<file path="config.mk">
export PLATFORM = sky130hd
export DESIGN_NAME = dlct_ram
export DESIGN_NICKNAME = d
export VERILOG_FILES = /design/src/rtl/core/dlct_ram.sv
export SDC_FILE = /design/constraint.sdc
export NUM_CORES = 1
export LEC_CHECK = 0
export BUFFER_PORTS_ARGS = -buffer_cell sky130_fd_sc_hd__buf_4
export CELL_PAD_IN_SITES_DETAIL_PLACEMENT = 0
export CELL_PAD_IN_SITES_GLOBAL_PLACEMENT = 1
export CORE_ASPECT_RATIO = 0.5
export CORE_MARGIN = 4
export CORE_UTILIZATION = 25
export DETAILED_ROUTE_END_ITERATION = 10
export HOLD_SLACK_MARGIN = 0.12
export MAX_ROUTING_LAYER = met4
export PLACE_DENSITY = 0.5
export SYNTH_ARGS = -nofsm -noshare
export SYNTH_HDL_FRONTEND = slang
export SYNTH_SLANG_ARGS = --single-unit
</file>
<file path="constraint.sdc">
create_clock -name clk -period 2.82 [get_ports clk]
set_clock_uncertainty 0.15 [all_clocks]
set_input_delay 0.423 -clock clk [delete_from_list [all_inputs] [get_ports clk]]
set_output_delay 0.423 -clock clk [all_outputs]
set_load 0.005 [all_outputs]
</file>
<file path="src/rtl/core/dlct_ram.sv">
// Generic simple dual-port RAM: one write port, one read port with registered read data.
// No dependencies.
`default_nettype none
module dlct_ram #(
	parameter int WIDTH = 8,
	parameter int DEPTH = 16,
	localparam int AW = (DEPTH > 1) ? $clog2(DEPTH) : 1
) (
	input  wire logic             clk,
	input  wire logic             we,
	input  wire logic [AW-1:0]    waddr,
	input  wire logic [WIDTH-1:0] wdata,
	input  wire logic             re,
	input  wire logic [AW-1:0]    raddr,
	output logic      [WIDTH-1:0] rdata
);
	logic [WIDTH-1:0] mem [DEPTH];

	always_ff @(posedge clk) begin
		if (we) begin
			mem[waddr] <= wdata;
		end
		if (re) begin
			rdata <= mem[raddr];
		end
	end
endmodule
`default_nettype wire

</file>
======== Word-level counts from Yosys, hierarchy flattened ========
Memory sizes are Yosys's and may differ from the RTL's. A register that Yosys moved wholly into a read port is not among the register bits.
Index checks and enable logic that the tools add are counted.
W data, S select, Z words.
cells by class
  mux-type cells .......................... 2
operators by type and width
  cell     count
  $mux W1  2
word-level totals
  flip-flop bits (word level) ............. 0
  memory bits (writable) .................. 128
  input port bits ......................... 19
  output and inout port bits .............. 8
  word-level logic and storage cells ...... 3
  memories kept ........................... 1
memory list
  memory  depth  bits a word  read ports  clocked after memory_dff  write ports  line  source
  mem     16     8            1           1                         1            17    logic [WIDTH-1:0] mem [DEPTH];

======== Depth between registers and ports, before layout ========
Gate-level depths: netlist of run 1.
  depth in word-level cells ............... 2
  gate-level depth with buffers ........... 5
  depth with buffers taken out ............ 3

======== Least setup slack after synthesis of run 1 ========
OpenSTA, ideal clock, no wires.
  path kind ............................... input to register
  start point ............................. in waddr[2]
  end point ............................... mem mem[0][0] (enable)
  library setup time ...................... 0.383 ns
  arrival ................................. 1.533 ns
  required time ........................... 2.287 ns
  setup slack ............................. 0.754 ns
  stages .................................. 2
  path buffers ............................ 0
  path through ............................ or3b_2 -> nor3_1
RTL lines
  item                line  source
  start: declaration  11    input wire logic [AW-1:0] waddr,
  end: declaration    17
Straight into the memory's write port.

==> out/qor.txt, run 1 <==
status: completed
WHS: 179 ps
Setup TNS Final: 0 ps
critical path arrival: 1860 ps
largest net degree at the start of global routing: 33
Total GRT Usage: 0.104
DR DRC count: 0
Netlist cell types: 18
maximum root-to-sink buffer count: 2
final hold viol count: 0
LEAKAGE: 2.07 nW
number of synthesized register bits: 136
total number of vias: 2447
FMAX: 539 MHz
Post-Syn Area per Cell: 22.8 sq um
clock-pin slew on the worst setup and hold paths: 60 ps
post_cts resized: 0
Ports: 27
Setup Buffers After CTS: 0
CP required: 2820 ps
Die W: 213 um
initial core utilization: 0.254
Final nets: 296
slew margin rel.: 0.376
Post-Synthesis Cells: 229
first-pass GRT wire length: 16.8 mm
Area growth syn-to-layout: 21.4%
worst min-delay path category: in2reg
site row count: 37
CTS tree: built
initial antenna violation count: 0
RSZ-0062 raised after global routing: no
synth warn: 0
Final Critical Period: 1850 ps
Die Y: 110 um
register area share after synthesis: 0.781
# diodes: 0
Max-Cap Viols: 0
CP Launch Type: input port
fin crit share: 0.658
core area: 20600 sq um
clock root buffer: clkbuf_16
final setup fails: 0
final wirelength: 11.1 mm
HPWL after DPL: 7.25 mm
CP Class: in2reg
VDD IR-drop max: 0.000381 V
cts hold-fix bufs: 0
vias in the first global route: 2643
Routed WL per cell: 19.7 um
crit-path max FO: 21
Slew Viols, Final: 0
Post-Synthesis Net Count: 248
grt total ovfl: 0
layout cell share with drive strength beyond 1: 0.301
Worst Setup End Kind: register
clk sinks: 136
global placement routability congestion: 0.711
Avg Vias per Cell: 4.35
CTS Buf Count: 17
Cell Area, Synth: 5230 sq um
DIE AREA: 23400 sq um
pwr/cell area: 723 nW/um^2
IO Port Bufs: 26
clock latency on the worst-skew pair: 400 ps
antenna viol nets, final: 0
drt pass-1 iters: 5
measured slew at the worst slew-check pin: 933 ps
htree depth: 4
initial DRC count: 136
==> power breakdown <==
group          internal (W)  switching, W
clock network       0.00128      0.000800
logic             0.0000966      0.000118
registers           0.00228     0.0000125
==> state kept, by name (all words and copies together) (netlist names) <==
register,flops
rdata,8
mem,128
==> kinds of logic after synthesis <==
kind of cell,synth area share
multiplexers,0.148
flip-flops,0.781
AO/OA/AOI/OAI,0.0230
AND/OR/NAND/NOR,0.0314
buffers and inverters,0.0165
==> path summary, 6_finish.rpt <==
| check | start | endpoint | slack [ps] | cells after the start |
|---|---|---|---|---|
| worst max-delay path | raddr[0] | rdata[2]$_DFFE_PP_ | 970 | 5 |
| worst min-delay path | re | rdata[5]$_DFFE_PP_ | 180 | 1 |
| worst max register to register | mem[2][7]$_DFFE_PP_ | rdata[7]$_DFFE_PP_ | 1140 | 3 |
| worst min register to register | mem[8][3]$_DFFE_PP_ | rdata[3]$_DFFE_PP_ | 610 | 3 |
==> layout make-up <==
| type | instances | area, sq um |
|---|---|---|
| clock inverters | 14 | 135 |
| flip-flops and latches | 136 | 4080 |
| multi-input cells | 83 | 1060 |
| well taps | 273 | 342 |
| clock buffers | 17 | 425 |
| fillers | 1981 | 14200 |
| repair buffers | 39 | 305 |
==> cells in the final DEF, fill, tap and decap left out <==
cell type,n
edfxtp_1,136
buf_4,38
mux4_2,18
clkbuf_16,17
a22oi_1,16
mux4_1,14
nor2_1,13
nand2_1,9
nor3_1,4
clkinv_2,4
clkinvlp_4,4
nand3b_1,2
nand2b_1,2
clkinv_4,2
clkinv_1,2
bufinv_16,2
nor2b_1,1
and2_1,1
and2b_1,1
nand3_1,1
or3b_2,1
buf_12,1
==> metal layers <==
layer	GRT usage	wire length (um)
met1	0.130	5050
met2	0.167	5510
met3	0.0303	454
met4	0.0322	59
met5	-	0
==> worst max-delay path, cell delays in order <==
cell     delay (ps)
buf_4           240
buf_12          240
mux4_1          560
a22oi_1         280
nand2_1          80
==> through the flow <==
step / cell area (sq um) / power [W] / util / cells / setup slack (ps)
6_report: 6350 / 0.00459 / 0.309 / 562 / 965
5_1_grt: 6350 / 0.00474 / 0.309 / 562 / 855
4_1_cts: 6350 / 0.00464 / 0.309 / 562 / 917
2_1_floorplan: 5230 / 0.00244 / - / 229 / 754
3_3_place_gp: 5790 / 0.00255 / 0.282 / 531 / 520
3_5_place_dp: 5790 / 0.00256 / 0.282 / 531 / 495
==> Yosys cell counts, drive strengths merged <==
library cell	instances	area (sq um)
nand2	9	33.8
nand3	1	5.00
nor2	13	48.8
nand3b	2	15.0
nor2b	1	6.26
and2b	1	7.51
or3b	1	8.76
and2	1	6.26
nor3	4	20.0
mux4	32	773
clkdlybuf4s25	3	30.0
buf	7	56.3
nand2b	2	12.5
edfxtp	136	4080
a22oi	16	120
Note: power is estimated with default switching activity, not from simulation.
==> run 2, diff against run 1 <==
--- a/config.mk
+++ b/config.mk
@@ -14,7 +14,7 @@
 export DETAILED_ROUTE_END_ITERATION = 10
 export HOLD_SLACK_MARGIN = 0.12
 export MAX_ROUTING_LAYER = met4
-export PLACE_DENSITY = 0.5
+export PLACE_DENSITY = 0.51
 export SYNTH_ARGS = -nofsm -noshare
 export SYNTH_HDL_FRONTEND = slang
 export SYNTH_SLANG_ARGS = --single-unit
==> constraint.sdc (replaced) <==
create_clock -name clk -period 1.7 [get_ports clk]
set_clock_uncertainty 0.15 [all_clocks]
set_input_delay 0.255 -clock clk [delete_from_list [all_inputs] [get_ports clk]]
set_output_delay 0.255 -clock clk [all_outputs]
set_load 0.005 [all_outputs]
==> out/qor.txt, run 2 (synthesis results as in run 1) <==
register name with the most flops: mem
Die W: 213 um (unchanged)
DR DRC count: 0 (unchanged)
initial DRC count: 200 (+47%)
met2 usage: 0.164 (-0.00318)
CTS Buf Count: 17 (unchanged)
Setup TNS Final: 0 ps (unchanged)
Crit path largest cell delay: 490 ps (-70 ps)
DIE AREA: 23400 sq um (unchanged)
total number of vias: 2507 (+2.5%)
commonest non-fill, non-tap cell in the layout: edfxtp_1
CP Class: reg2reg
Die Y: 110 um (unchanged)
IO Port Bufs: 26 (unchanged)
crit-path max FO: 1 (-95%)
maximum root-to-sink buffer count: 2 (unchanged)
critical path arrival: 1690 ps (-170 ps)
fill count: 1975 (-0.30%)
GR Util met1: 0.131 (+0.000752)
Slew Viols, Final: 0 (unchanged)
Total GRT Usage: 0.103 (-0.00108)
largest net degree at the start of global routing: 24 (-27%)
worst min-delay path category: in2reg
Routed WL per cell: 19.0 um (-3.6%)
clock latency on the worst-skew pair: 410 ps (about the same)
clk sinks: 136 (unchanged)
Worst Setup End Kind: register
Area growth syn-to-layout: 27.0%
worst slack, placed: -381 ps (-876 ps)
Final Critical Period: 1680 ps
Setup Buffers After CTS: 0 (unchanged)
slew margin rel.: 0.282 (-0.0944)
CTS tree: built
final wirelength: 11.2 mm (+0.74%)
most frequent cells in the layout: 136 x edfxtp_1, 50 x buf_4, 21 x mux4_2, 17 x clkbuf_16, 13 x nor2_1
core area: 20600 sq um (unchanged)
# diodes: 0 (unchanged)
fin crit share: 0.986
VDD IR-drop max: 0.000568 V (+49%)
FMAX: 596 MHz
site row count: 37 (unchanged)
Ports: 27 (unchanged)
initial core utilization: 0.254 (unchanged)
Avg Vias per Cell: 4.27 (-1.9%)
fin util: 0.323 (+0.0141)
GRT met3 Usage: 0.0311 (+0.000848)
vias in the first global route: 2628 (-0.57%)
layout cell share with drive strength beyond 1: 0.357 (+0.0556)
Finished Cell Area: 6640 sq um (+4.6%)
LEAKAGE: 2.19 nW (+5.8%)
antenna viol nets, final: 0 (unchanged)
GRT busiest layer: met2
clock-pin slew on the worst setup and hold paths: 60 ps (about the same)
grt total ovfl: 0 (unchanged)
measured slew at the worst slew-check pin: 1070 ps (+141 ps)
HPWL after DPL: 7.21 mm (-0.43%)
final hold viol count: 0 (unchanged)
critical path, cell by cell: mux4_2 > a22oi_2 > buf_4 > nand2_2
initial antenna violation count: 0 (unchanged)
Final WS setup: 23.4 ps (-942 ps)
CP required: 1710 ps (-1110 ps)
status: completed
Final nets: 320 (+8.1%)
pwr/cell area: 1180 nW/um^2 (+63%)
max reg flops: 128 (unchanged)
drt pass-1 iters: 4 (-1)
global placement routability congestion: 0.715 (+0.53%)
Max-Cap Viols: 0 (unchanged)
Regs by FF count: mem x128, rdata x8
clock root buffer: clkbuf_16
Area after DPL: 5940 sq um (+2.7%)
CP Launch Type: register
first-pass GRT wire length: 16.6 mm (-1.3%)
htree depth: 4 (unchanged)
RSZ-0062 raised after global routing: yes
slowest CP cell: mux4_2
final setup fails: 0 (unchanged)
==> run 2: changes by cell type in the layout (fill, tap and decap cells not counted), sizes merged <==
cell | previous run | this run
clkbuf | 17 | 18
clkinv | 8 | 6
dlygate4sd3 | 0 | 9
buf | 39 | 54
clkinvlp | 4 | 5
bufinv | 2 | 3
==> run 2: critical path: cells and delay by family, from the launching register on <==
| family | cells | cell delay [ps] |
|---|---|---|
| flops | 1 | 350 |
| mux | 1 | 490 |
| compound gates | 1 | 250 |
| buf+inv | 1 | 160 |
| simple gates | 1 | 40 |
==> run 2: layer usage <==
metal	vias up	share of wire
li1	1123	-
met1	1338	0.48
met2	39	0.48
met3	7	0.033
met4	0	0.0069
met5	-	0
==> run 2: path summary, 6_finish.rpt <==
path	slack, ps	cells after the start	end	from
max	20	4	rdata[4]$_DFFE_PP_	mem[3][4]$_DFFE_PP_
min	230	3	mem[4][6]$_DFFE_PP_	waddr[0]
max reg2reg	20	4	rdata[4]$_DFFE_PP_	mem[3][4]$_DFFE_PP_
min reg2reg	600	3	rdata[2]$_DFFE_PP_	mem[15][2]$_DFFE_PP_
==> run 2: final cells by class <==
class	instances	area, sq um	area share
Timing Repair Buffer	63	546	0.0822
Clock inverter	14	158	0.0237
Sequential cell	136	4080	0.615
Clock buffer	18	429	0.0646
Multi-Input combinational cell	83	1080	0.163
Tap cell	273	342	0.0515
==> run 2: what timing repair did <==
item | 4_1_cts | 5_1_grt
setup endpoints to repair | 3 | 5
pin swaps | 1 | 3
resized for setup | 3 | 7
hold buffers | 9 | 0
endpoints found under the hold margin | 136 | 0
==> run 2: stage by stage <==
| step | std cells | hold slack [ps] | power (W) |
|---|---|---|---|
| 2_1_floorplan | 229 | 204 | 0.00405 |
| 3_3_place_gp | 546 | 402 | 0.00426 |
| 3_5_place_dp | 546 | 413 | 0.00428 |
| 4_1_cts | 587 | 216 | 0.00789 |
| 5_1_grt | 587 | 220 | 0.00808 |
| 6_report | 587 | 232 | 0.00782 |
==> run 2: report_power, final <==
group / internal, W / switching [W] / total [W]
Sequential: 0.00378 / 0.0000182 / 0.00380
Clock: 0.00228 / 0.00131 / 0.00359
Combinational: 0.000208 / 0.000223 / 0.000431
Total: 0.00627 / 0.00155 / 0.00782
