$ cat src/rtl/core/dlct_pkg.sv
// Shared types, constants and helper functions of the daily level consumption tracker.
// The interfaces, the update and the top refer to this package by scoped names.
`default_nettype none
package dlct_pkg;

	localparam int NumKegs   = 4;
	localparam int KegW      = 2;
	localparam int HistDepth = 62;
	localparam int CntW      = 6;
	localparam int ArchDepth = NumKegs * HistDepth;
	localparam int ArchAw    = $clog2(ArchDepth);

	localparam int ActW    = 2;
	localparam int LevelW  = 16;
	localparam int WeightW = 18;
	localparam int DayW    = 27;
	localparam int PosW    = 6;

	localparam int NoiseW  = 10;
	localparam int RemW    = 13;
	localparam int RetW    = 10;
	localparam int HystW   = 10;
	localparam int MarginW = 14;

	localparam int CfgIdxW  = 3;
	localparam int CfgDataW = 14;

	localparam logic [ActW-1:0] ActSample = 2'd0;
	localparam logic [ActW-1:0] ActReset  = 2'd1;
	localparam logic [ActW-1:0] ActRead   = 2'd2;

	localparam logic [CfgIdxW-1:0] RegNoise  = 3'd0;
	localparam logic [CfgIdxW-1:0] RegRemove = 3'd1;
	localparam logic [CfgIdxW-1:0] RegReturn = 3'd2;
	localparam logic [CfgIdxW-1:0] RegHyst   = 3'd3;
	localparam logic [CfgIdxW-1:0] RegMargin = 3'd4;

	typedef struct packed {
		logic [NoiseW-1:0]  noise_tolerance_cl;
		logic [RemW-1:0]    removal_drop_cl;
		logic [RetW-1:0]    return_tolerance_cl;
		logic [HystW-1:0]   rise_hysteresis_cl;
		logic [MarginW-1:0] weight_margin_g;
	} cfg_t;

	typedef struct packed {
		logic [ActW-1:0]    action;
		logic [KegW-1:0]    keg_index;
		logic [LevelW-1:0]  level_cl;
		logic [WeightW-1:0] weight_g;
		logic [WeightW-1:0] empty_weight_g;
		logic               scale_ok;
		logic [DayW-1:0]    day_number;
		logic [PosW-1:0]    position;
	} item_t;

	typedef struct packed {
		logic [LevelW-1:0] consumption_cl;
		logic              is_suspended;
		logic              is_initialized;
		logic              archived;
		logic [DayW-1:0]   archived_day;
		logic [LevelW-1:0] archived_cl;
		logic [CntW-1:0]   history_count;
		logic              record_valid;
		logic [DayW-1:0]   record_day;
		logic [LevelW-1:0] record_cl;
	} result_t;

	// Per-container word of the state memory. The newest archived day is kept here so
	// that a day change needs no archive read.
	typedef struct packed {
		logic              tracked;
		logic              suspended;
		logic [LevelW-1:0] day_max;
		logic [LevelW-1:0] last_level;
		logic [DayW-1:0]   tracked_day;
		logic [DayW-1:0]   newest_day;
		logic [CntW-1:0]   count;
		logic [CntW-1:0]   head;
	} keg_state_t;

	typedef struct packed {
		logic [DayW-1:0]   day;
		logic [LevelW-1:0] amount;
	} arc_entry_t;

	typedef struct packed {
		keg_state_t        next;
		logic              in_range;
		logic              archived;
		logic              arc_we;
		logic              arc_re;
		logic [ArchAw-1:0] arc_addr;
		arc_entry_t        arc_wdata;
	} upd_t;

	localparam int KegStW = $bits(keg_state_t);
	localparam int ArcW   = $bits(arc_entry_t);

	function automatic logic [LevelW-1:0] usage_at(
		input logic [LevelW-1:0] day_max,
		input logic [LevelW-1:0] level,
		input logic [NoiseW-1:0] noise
	);
		logic [LevelW-1:0] drop;
		drop = (day_max > level) ? day_max - level : '0;
		return (drop >= LevelW'(noise)) ? drop : '0;
	endfunction

endpackage
`default_nettype wire

$ cat src/rtl/core/dlct_keg_update.sv
// Per-container update: next state, archive write or read request for one item.
// Uses types and constants of dlct_pkg.
`default_nettype none
module dlct_keg_update (
	input  wire dlct_pkg::item_t      item,
	input  wire dlct_pkg::keg_state_t cur,
	input  wire dlct_pkg::cfg_t       cfg,
	output dlct_pkg::upd_t            upd
);
	function automatic dlct_pkg::keg_state_t start_day(
		input dlct_pkg::keg_state_t st,
		input logic [dlct_pkg::DayW-1:0] day,
		input logic [dlct_pkg::LevelW-1:0] level
	);
		dlct_pkg::keg_state_t r;
		r = st;
		r.tracked     = 1'b1;
		r.suspended   = 1'b0;
		r.tracked_day = day;
		r.day_max     = level;
		r.last_level  = level;
		return r;
	endfunction

	logic                         removed;
	logic                         overwrite;
	logic                         full;
	logic [dlct_pkg::LevelW:0]    lvl_ret;
	logic [dlct_pkg::LevelW:0]    lvl_rem;
	logic [dlct_pkg::LevelW:0]    max_hyst;
	logic [dlct_pkg::LevelW-1:0]  amt;
	logic [dlct_pkg::CntW-1:0]    head_inc;
	logic [dlct_pkg::CntW-1:0]    hd;
	logic [dlct_pkg::CntW-1:0]    off;
	logic [dlct_pkg::CntW:0]      sum;
	logic [dlct_pkg::CntW:0]      wrapped;

	always_comb begin
		removed = ({1'b0, item.weight_g} + (dlct_pkg::WeightW + 1)'(cfg.weight_margin_g))
			< {1'b0, item.empty_weight_g};
		lvl_ret  = {1'b0, item.level_cl} + (dlct_pkg::LevelW + 1)'(cfg.return_tolerance_cl);
		lvl_rem  = {1'b0, item.level_cl} + (dlct_pkg::LevelW + 1)'(cfg.removal_drop_cl);
		max_hyst = {1'b0, cur.day_max} + (dlct_pkg::LevelW + 1)'(cfg.rise_hysteresis_cl);
		amt      = dlct_pkg::usage_at(cur.day_max, item.level_cl, cfg.noise_tolerance_cl);

		overwrite = (cur.count != '0) && (cur.newest_day == cur.tracked_day);
		full      = cur.count >= dlct_pkg::CntW'(dlct_pkg::HistDepth);
		head_inc  = (cur.head == dlct_pkg::CntW'(dlct_pkg::HistDepth - 1)) ?
			'0 : cur.head + 1'b1;

		// Ring slot: record read, newest entry, next free entry, or oldest when full.
		if (item.action == dlct_pkg::ActRead) begin
			hd  = cur.head;
			off = item.position;
		end else if (overwrite) begin
			hd  = cur.head;
			off = cur.count - 1'b1;
		end else if (full) begin
			hd  = head_inc;
			off = dlct_pkg::CntW'(dlct_pkg::HistDepth - 1);
		end else begin
			hd  = cur.head;
			off = cur.count;
		end
		sum     = {1'b0, hd} + {1'b0, off};
		wrapped = (sum >= (dlct_pkg::CntW + 1)'(dlct_pkg::HistDepth)) ?
			sum - (dlct_pkg::CntW + 1)'(dlct_pkg::HistDepth) : sum;

		upd           = '0;
		upd.next      = cur;
		upd.in_range  = {1'b0, item.keg_index} < (dlct_pkg::KegW + 1)'(dlct_pkg::NumKegs);
		upd.arc_addr  = dlct_pkg::ArchAw'(item.keg_index) * dlct_pkg::ArchAw'(dlct_pkg::HistDepth)
			+ dlct_pkg::ArchAw'(wrapped);
		upd.arc_wdata = '{day: cur.tracked_day, amount: amt};

		case (item.action)
			dlct_pkg::ActSample: begin
				if (item.day_number != '0 && item.scale_ok) begin
					if (removed) begin
						upd.next.suspended = 1'b1;
					end else if (!cur.tracked) begin
						upd.next = start_day(cur, item.day_number, item.level_cl);
					end else if (cur.tracked_day != item.day_number) begin
						if (cur.tracked_day != '0) begin
							upd.arc_we          = 1'b1;
							upd.archived        = 1'b1;
							upd.next.newest_day = cur.tracked_day;
							if (!overwrite) begin
								if (full) begin
									upd.next.head  = head_inc;
									upd.next.count = dlct_pkg::CntW'(dlct_pkg::HistDepth);
								end else begin
									upd.next.count = cur.count + 1'b1;
								end
							end
						end
						upd.next.tracked     = 1'b1;
						upd.next.suspended   = 1'b0;
						upd.next.tracked_day = item.day_number;
						upd.next.day_max     = item.level_cl;
						upd.next.last_level  = item.level_cl;
					end else if (cur.suspended) begin
						if (lvl_ret >= {1'b0, cur.last_level}) begin
							upd.next.suspended  = 1'b0;
							upd.next.last_level = item.level_cl;
						end
					end else if ({1'b0, cur.last_level} > lvl_rem) begin
						upd.next.suspended = 1'b1;
					end else begin
						upd.next.last_level = item.level_cl;
						if ({1'b0, item.level_cl} > max_hyst) begin
							upd.next.day_max = item.level_cl;
						end
					end
				end
			end
			dlct_pkg::ActReset: begin
				upd.next         = start_day(cur, item.day_number, item.level_cl);
				upd.next.tracked = item.day_number != '0;
			end
			dlct_pkg::ActRead: begin
				upd.arc_re = item.position < cur.count;
			end
			default: begin
			end
		endcase

		if (!upd.in_range) begin
			upd.next     = cur;
			upd.arc_we   = 1'b0;
			upd.arc_re   = 1'b0;
			upd.archived = 1'b0;
		end
	end
endmodule
`default_nettype wire

$ cat config.mk
export PLATFORM = sky130hd
export DESIGN_NAME = dlct_keg_update
export DESIGN_NICKNAME = d
export VERILOG_FILES = /design/src/rtl/core/dlct_pkg.sv /design/src/rtl/core/dlct_keg_update.sv
export SDC_FILE = /design/constraint.sdc
export NUM_CORES = 1
export LEC_CHECK = 0
export ABC_AREA = 1
export BUFFER_PORTS_ARGS = -buffer_cell sky130_fd_sc_hd__buf_2
export CORE_AREA = 2 2 155 157
export DETAILED_ROUTE_END_ITERATION = 10
export DIE_AREA = 0 0 157 159
export MAX_ROUTING_LAYER = met4
export PLACE_DENSITY = 0.7
export REMOVE_ABC_BUFFERS = 1
export SYNTH_ARGS = -nofsm -noshare
export SYNTH_HDL_FRONTEND = slang
export SYNTH_SLANG_ARGS = --single-unit
export TNS_END_PERCENT = 1
$ cat constraint.sdc
create_clock -name vclk -period 11.3
set_clock_uncertainty 0.1 [all_clocks]
set_input_delay 1.13 -clock vclk [all_inputs]
set_output_delay 1.13 -clock vclk [all_outputs]
set_load 0.1 [all_outputs]
Word level (Yosys, flattened, before mapping)
Cells that the tools add are included.
Storage, ports and cells
  register bits after elaboration: 0
  bits of input ports: 247
  output and inout bits: 155
  word-level logic and storage cells: 68
Cells by class
  add/sub/neg operators: 11
  $mul: 1
  $lt $le $gt $ge: 9
  equal/unequal tests: 5
  muxes and demuxes: 36
  reductions and logical operators: 6
Operators by type and width (number)
  100-bit one-hot mux with 2 select lines: 1
  100-bit two-way mux: 1
  99-bit two-way mux: 1
  98-bit two-way mux: 1
  16-bit two-way mux: 6
  66-bit two-way mux: 1
  27-bit nonzero test: 2
  6-bit two-way mux: 8
  39-bit two-way mux: 1
  16-bit by 10-bit adder with 17-bit output: 2
  16-bit by 17-bit > comparator with 1-bit output: 2
  33-bit two-way mux: 1
  32-bit two-way mux: 1
  27-bit equality test: 1
  27-bit inequality test: 1
  18-bit by 14-bit adder with 19-bit output: 1
  19-bit by 18-bit < comparator with 1-bit output: 1
  16-bit by 13-bit adder with 17-bit output: 1
  17-bit by 16-bit >= comparator with 1-bit output: 1
  16-bit by 10-bit >= comparator with 1-bit output: 1
  16-bit > comparator: 1
  16-bit subtractor: 1
  6-bit by 1-bit adder with 6-bit output, second input constant: 2
  12-bit two-way mux: 1
  17 further kinds: 28

Depth between registers and ports, before layout
Gate-level depths: netlist (run 1).
  depth after elaboration: 10
  mapped depth: 38
  gate-level depth less buffers: 38

Least setup slack after synthesis (run 1)
OpenSTA, ideal clock, no wires.
  path type: input to output
  start: input port cur[6] (netlist name)
  end: output port upd[50] (netlist name)
  arrival: 7.004 ns
  data required time: 10.070 ns
  setup slack: 3.066 ns
  stages: 34
  path buffers: 0
  cells stage by stage: inv_1 ha_1 nand2_1 nor2_1 nand3_1 nand3_1 nor4_1 nand3_1 nand2_1 inv_1 o21ai_0 o21ai_0 o21ai_0 ha_1 inv_1 fa_1 or2_2 nand2_1 inv_1 ha_1 inv_1 nor2_1 nand2_1 nand2_1 nor2_1 inv_1 o21ai_0 inv_1 fa_1 o21ai_0 nand2_1 a21oi_1 nor2_1 xnor2_1
RTL lines
  start: declaration: RTL line dlct_keg_update.sv:6  | input wire dlct_pkg::keg_state_t cur,
  end: declaration: RTL line dlct_keg_update.sv:8  | output dlct_pkg::upd_t upd

==> results.yml, run 1 <==
sta:
  rsz0062_at_grt: "no"
  worst_slack_ns: 2.68
  finalSetupViolCount: 0
  hold_viol: 0
  fin_crit_sh: 0.763
  slew_headroom: 0.269
  holdWs_ns: 2.57
  fmax_mhz: 116
  finalMaxSlewViolations: 0
  fin_tns_setup_ns: 0
  min_period_ns: 8.62
  worst_pin_slew_ns: 1.10
worst_setup_path:
  criticalPathCategory: "in2out"
  critPathRequiredTime_ns: 10.07
  cp-start-kind: "input port"
  arrival_ns: 7.39
  path_common_cell: "inv_1"
  critPathMaxStageDelay_ns: 0.44
  slowest_stage: "fa_1"
  cp-end-kind: "primary output"
  cp_max_fo: 11
power:
  power_frac_comb: 1.000
  power.density_nw_per_um2: 101
  leakagePower_nw: 6.97
  p_int_w: 0.000294
  switchingPower_w: 0.000931
  p_sw_frac: 0.760
  pwr-share-clk: 0
  seqPwrFrac: 0
  peakVddDrop_uv: 263
cells_and_area:
  regArea_um2: 0
  design.seq.count: 0
  nFillCells: 2498
  fin_nets: 2496
  final_util: 0.523
  areaGrowthSynthToFinish_pct: 19.6
  layout-drive-gt1-share: 0.232
  final_cells: 2402
  clkbuf_count: 0
logic_synthesis:
  synthCells: 1745
  synth_top_cell_by_area: "ha_1"
  syn_area_per_cell_um2: 5.82
  synth_top_area_frac: 0.202
  yosysSeqAreaShare: 0
  synth_area_um2: 10200
  synth.area.top_cells: "ha_1 (20%), nand2_1 (16%), inv_1 (9.0%)"
  synth_warnings: 0
  synth_cell_types: 53
die:
  ios: 402
  dieHeight_um: 159
  die_x_um: 157
  core-area_um2: 23200
  fp.dieArea_um2: 25000
  num_rows: 56
  initial_core_util: 0.438
clocking:
  cts_resized: 0
  ctsHoldBuffers: 0
  cts_setup_buffers: 0
detailed_routing:
  drt_iter0_markers: 870
  drcViolationCount: 0
  vias: 12758
  drt_pass1_iterations: 5
  ant_nets: 0
  wl_per_cell_um: 16.9
  via_per_inst: 5.31
  postRouteWirelength_um: 40500
placement:
  place_ws_ns: 2.76
  place_inst: 2395
  dp_hpwl_um: 34200
  port_buffers: 401
  gp_congestion: 0.940
global_route:
  antenna_found_initial: 6
  grt_max_degree: 88
  first_global_vias: 11937
  grt_overflow_total: 0
  grt_pass1_wl_um: 62400
  track_usage: 0.318
worst_hold_path:
  min_path_type: "in2out"
outcome:
  status: "complete, no violations"
flow_run:
  drv_cap: 0
[per-stage QoR]
| stage | instance area [µm²] | total power, W |
|---|---|---|
| floorplan | 9660 | 0.000918 |
| global placement | 12100 | 0.00121 |
| detailed placement | 12100 | 0.00122 |
| CTS | 12100 | 0.00122 |
| global route | 12100 | 0.00132 |
| finish | 12100 | 0.00122 |
[cells by family after synthesis]
| group | count (synthesis) | synth area share |
|---|---|---|
| buffers and inverters | 324 | 0.141 |
| XOR/XNOR | 114 | 0.0983 |
| AO/OA/AOI/OAI | 377 | 0.221 |
| adder cells (fa/ha/maj) | 171 | 0.216 |
| other | 1 | 0.000369 |
| AND/OR/NAND/NOR | 758 | 0.324 |
[critical path: cells and delay by family]
kind                       cells  cell delay, ns
buffers and inverters          8            1.12
xor gates and xnor gates       1            0.12
adders and majority gates      4            1.20
and+or+nand+nor               13            2.33
AOI/OAI and AO/OA              7            1.50
[synth_stat cells, drive strengths merged]
library cell  count
a211oi            9
clkbuf           23
o211ai           31
a31oi             4
nor3b             2
or4               1
and3              3
a31o              1
xnor2            41
a21oi           127
inv             246
ha              164
nor2            132
o31a              1
o21a              5
a21boi            6
buf              52
xor2             73
o21bai           20
or2              15
nand2           431
fa                7
nand3b            4
nand3           101
nor3             25
nand4            29
nor4             13
clkinv            3
a21o              5
conb              1
a22oi             1
o22ai             4
and2              2
o21ai           162
o221ai            1
[metal layers]
| metal | global-route usage | wire [µm] | vias to the layer above |
|---|---|---|---|
| li1 | - | - | 6454 |
| met1 | 0.369 | 16200 | 5699 |
| met2 | 0.546 | 19300 | 494 |
| met3 | 0.0370 | 2830 | 111 |
| met4 | 0.143 | 2180 | 0 |
| met5 | - | 0 | - |
[area by class of cell]
class	count	area, µm²	area share
Timing Repair Buffer	406	2040	0.168
Antenna cell	7	17.5	0.00144
Inverter	249	940	0.0774
Tap cell	319	399	0.0329
Multi-Input combinational cell	1421	8740	0.720
[placed cells by master, fill, tap and decap left out, drive strengths merged, types with 29 or more instances in the layout]
cell type	synthesis	routed
xor2	73	73
nand2	431	431
inv	246	246
nor2	132	132
ha	164	164
o211ai	31	31
xnor2	41	41
buf	52	406
nand4	29	29
a21oi	127	127
nand3	101	101
o21ai	162	162
[final timing paths]
path     from      end  cells after the start  slack (ns)
min   cur[57]  upd[34]                      2        2.57
max   cur[46]  upd[50]                     33        2.68
[power by group through the flow]
stage	combinational [W]	clock, W	sequential, W
6_report	0.00122	0.0000000000830	0
5_1_grt	0.00132	0.0000000000711	0
4_1_cts	0.00122	0	0
3_5_place_dp	0.00122	0	0
3_3_place_gp	0.00121	0	0
2_1_floorplan	0.000918	0	0
(Power assumes the default switching activity.)
==> run 2, diff against run 1 <==
- CORE_AREA: 2 2 155 157 -> 2 2 156 158
- DIE_AREA: 0 0 157 159 -> 0 0 158 160
- PLACE_DENSITY: 0.7 -> 0.69
- clock period: 11.3 -> 8.28 ns (I/O delays scaled with it)
==> run 2 against run 1 <==
  * Worst hold slack worse by 0.60 ns
  * Critical path depth did not move
  * Sequential share of layout area stayed put
  * Global-route usage is 0.78 points lower
  * Cell count is 0.17% higher
  * Power grew 37%
  * Largest power group unchanged
  * Largest cell class unchanged
  * Combinational power is 37% higher
  * Final area is 0.11% higher
  * Critical endpoint unchanged
  * Critical path type unchanged
  * Non-clock buffer count increased by 2
==> results.yml, run 2 (synthesis gave the netlist of run 1 again) <==
die:
  initial_core_util: 0.426
  dieHeight_um: 160
  fp.dieArea_um2: 25300
  core-area_um2: 23800
  die_x_um: 158
  ios: 402
  num_rows: 57
cells_and_area:
  regArea_um2: 0
  clkbuf_count: 0
  final_common_cell: "nand2_1"
  fin_nets: 2498
  layout-drive-gt1-share: 0.232
  final_util: 0.510
  areaGrowthSynthToFinish_pct: 19.7
  design.seq.count: 0
  final_cell_mix: "nand2_1 (421), buf_2 (401), inv_1 (243), ha_1 (164), nor2_1 (129)"
worst_hold_path:
  min_from: "cur[65]"
  hold_depth: 2
  min_path_type: "in2out"
  whs_endpoint: "upd[42]"
sta:
  fin_tns_setup_ns: 0
  min_period_ns: 7.75
  worst_pin_slew_ns: 1.12
  slew_headroom: 0.249
  finalSetupViolCount: 0
  hold_viol: 0
  fin_crit_sh: 0.936
  finalMaxSlewViolations: 0
  fmax_mhz: 129
  rsz0062_at_grt: "no"
global_route:
  grt_overflow_total: 0
  grt_max_degree: 61
  track_usage: 0.311
  first_global_vias: 11777
  grt_pass1_wl_um: 61200
  antenna_found_initial: 4
worst_setup_path:
  path_common_cell: "inv_1"
  cp-start-kind: "input port"
  cp-end-kind: "primary output"
  cp_max_fo: 6
  critPathRequiredTime_ns: 7.35
  criticalPathCategory: "in2out"
  critPathMaxStageDelay_ns: 0.44
  arrival_ns: 6.82
  slowest_stage: "buf_2"
detailed_routing:
  vias: 12635
  wl_per_cell_um: 16.8
  ant_nets: 0
  via_per_inst: 5.25
  drt_pass1_iterations: 6
  drt_iter0_markers: 763
  drcViolationCount: 0
  postRouteWirelength_um: 40500
placement:
  dp_hpwl_um: 34200
  port_buffers: 401
  gp_congestion: 0.960
clocking:
  cts_resized: 0
  cts_setup_buffers: 0
  ctsHoldBuffers: 0
power:
  power_frac_comb: 1.000
  seqPwrFrac: 0
  switchingPower_w: 0.00127
  peakVddDrop_uv: 284
  p_sw_frac: 0.760
  pwr-share-clk: 0
  power.density_nw_per_um2: 138
  p_int_w: 0.000402
  leakagePower_nw: 6.98
flow_run:
  drv_cap: 0
outcome:
  status: "complete, no violations"
## run 2: cell count changes in the layout (fill, tap and decap cells not counted), sizes merged
cell / previous run / this run
buf: 406 / 408
diode: 7 / 4
## run 2: critical path: cells and delay by family
| family | cells | cell delay [ns] |
|---|---|---|
| AOI/OAI and AO/OA | 7 | 1.57 |
| and+or+nand+nor | 13 | 2.03 |
| buffers and inverters | 8 | 1.09 |
| xor gates and xnor gates | 1 | 0.11 |
| adders and majority gates | 4 | 1.19 |
## run 2: per-layer routing
layer	part of all wire	up-vias	track usage	wire length (µm)
met1	0.41	5602	0.363	16700
met5	0	-	-	0
li1	-	6441	-	-
met3	0.065	101	0.0323	2630
met2	0.48	491	0.547	19500
met4	0.042	0	0.109	1710
## run 2: worst max path at each step
stage / start / endpoint / slack [ns] / depth (start not counted)
after floorplan: item[89] / upd[50] / -0.02 / 24
after global placement: cur[46] / upd[50] / 0.82 / 33
after detailed placement: cur[46] / upd[50] / 0.72 / 33
after CTS: cur[46] / upd[50] / 0.71 / 33
after global routing: cur[46] / upd[50] / 0.007 / 33
final: cur[46] / upd[50] / 0.53 / 33
## run 2: power groups by stage
stage,combinational (W),clock [W],sequential (W)
global placement,0.00165,0,0
detailed placement,0.00166,0,0
finish,0.00167,0.0000000000650,0
global route,0.00180,0.0000000000648,0
CTS,0.00167,0,0
floorplan,0.00125,0,0
## run 2: stage by stage
step	setup WS, ns	cell area [µm²]	total power, W	std cells	hold slack (ns)
finish	0.531	12200	0.00167	2406	1.97
global route	0.00700	12200	0.00180	2406	1.98
CTS	0.708	12100	0.00167	2402	1.97
detailed placement	0.718	12100	0.00166	2402	1.97
global placement	0.819	12100	0.00165	2402	1.97
floorplan	-0.0199	9660	0.00125	1670	1.56
## run 2: cell type report
type	count	area (µm²)
Antenna cell	4	10.0
Fill cell	2653	11700
Inverter	249	940
Multi-Input combinational cell	1421	8740
Tap cell	324	405
Timing Repair Buffer	408	2060
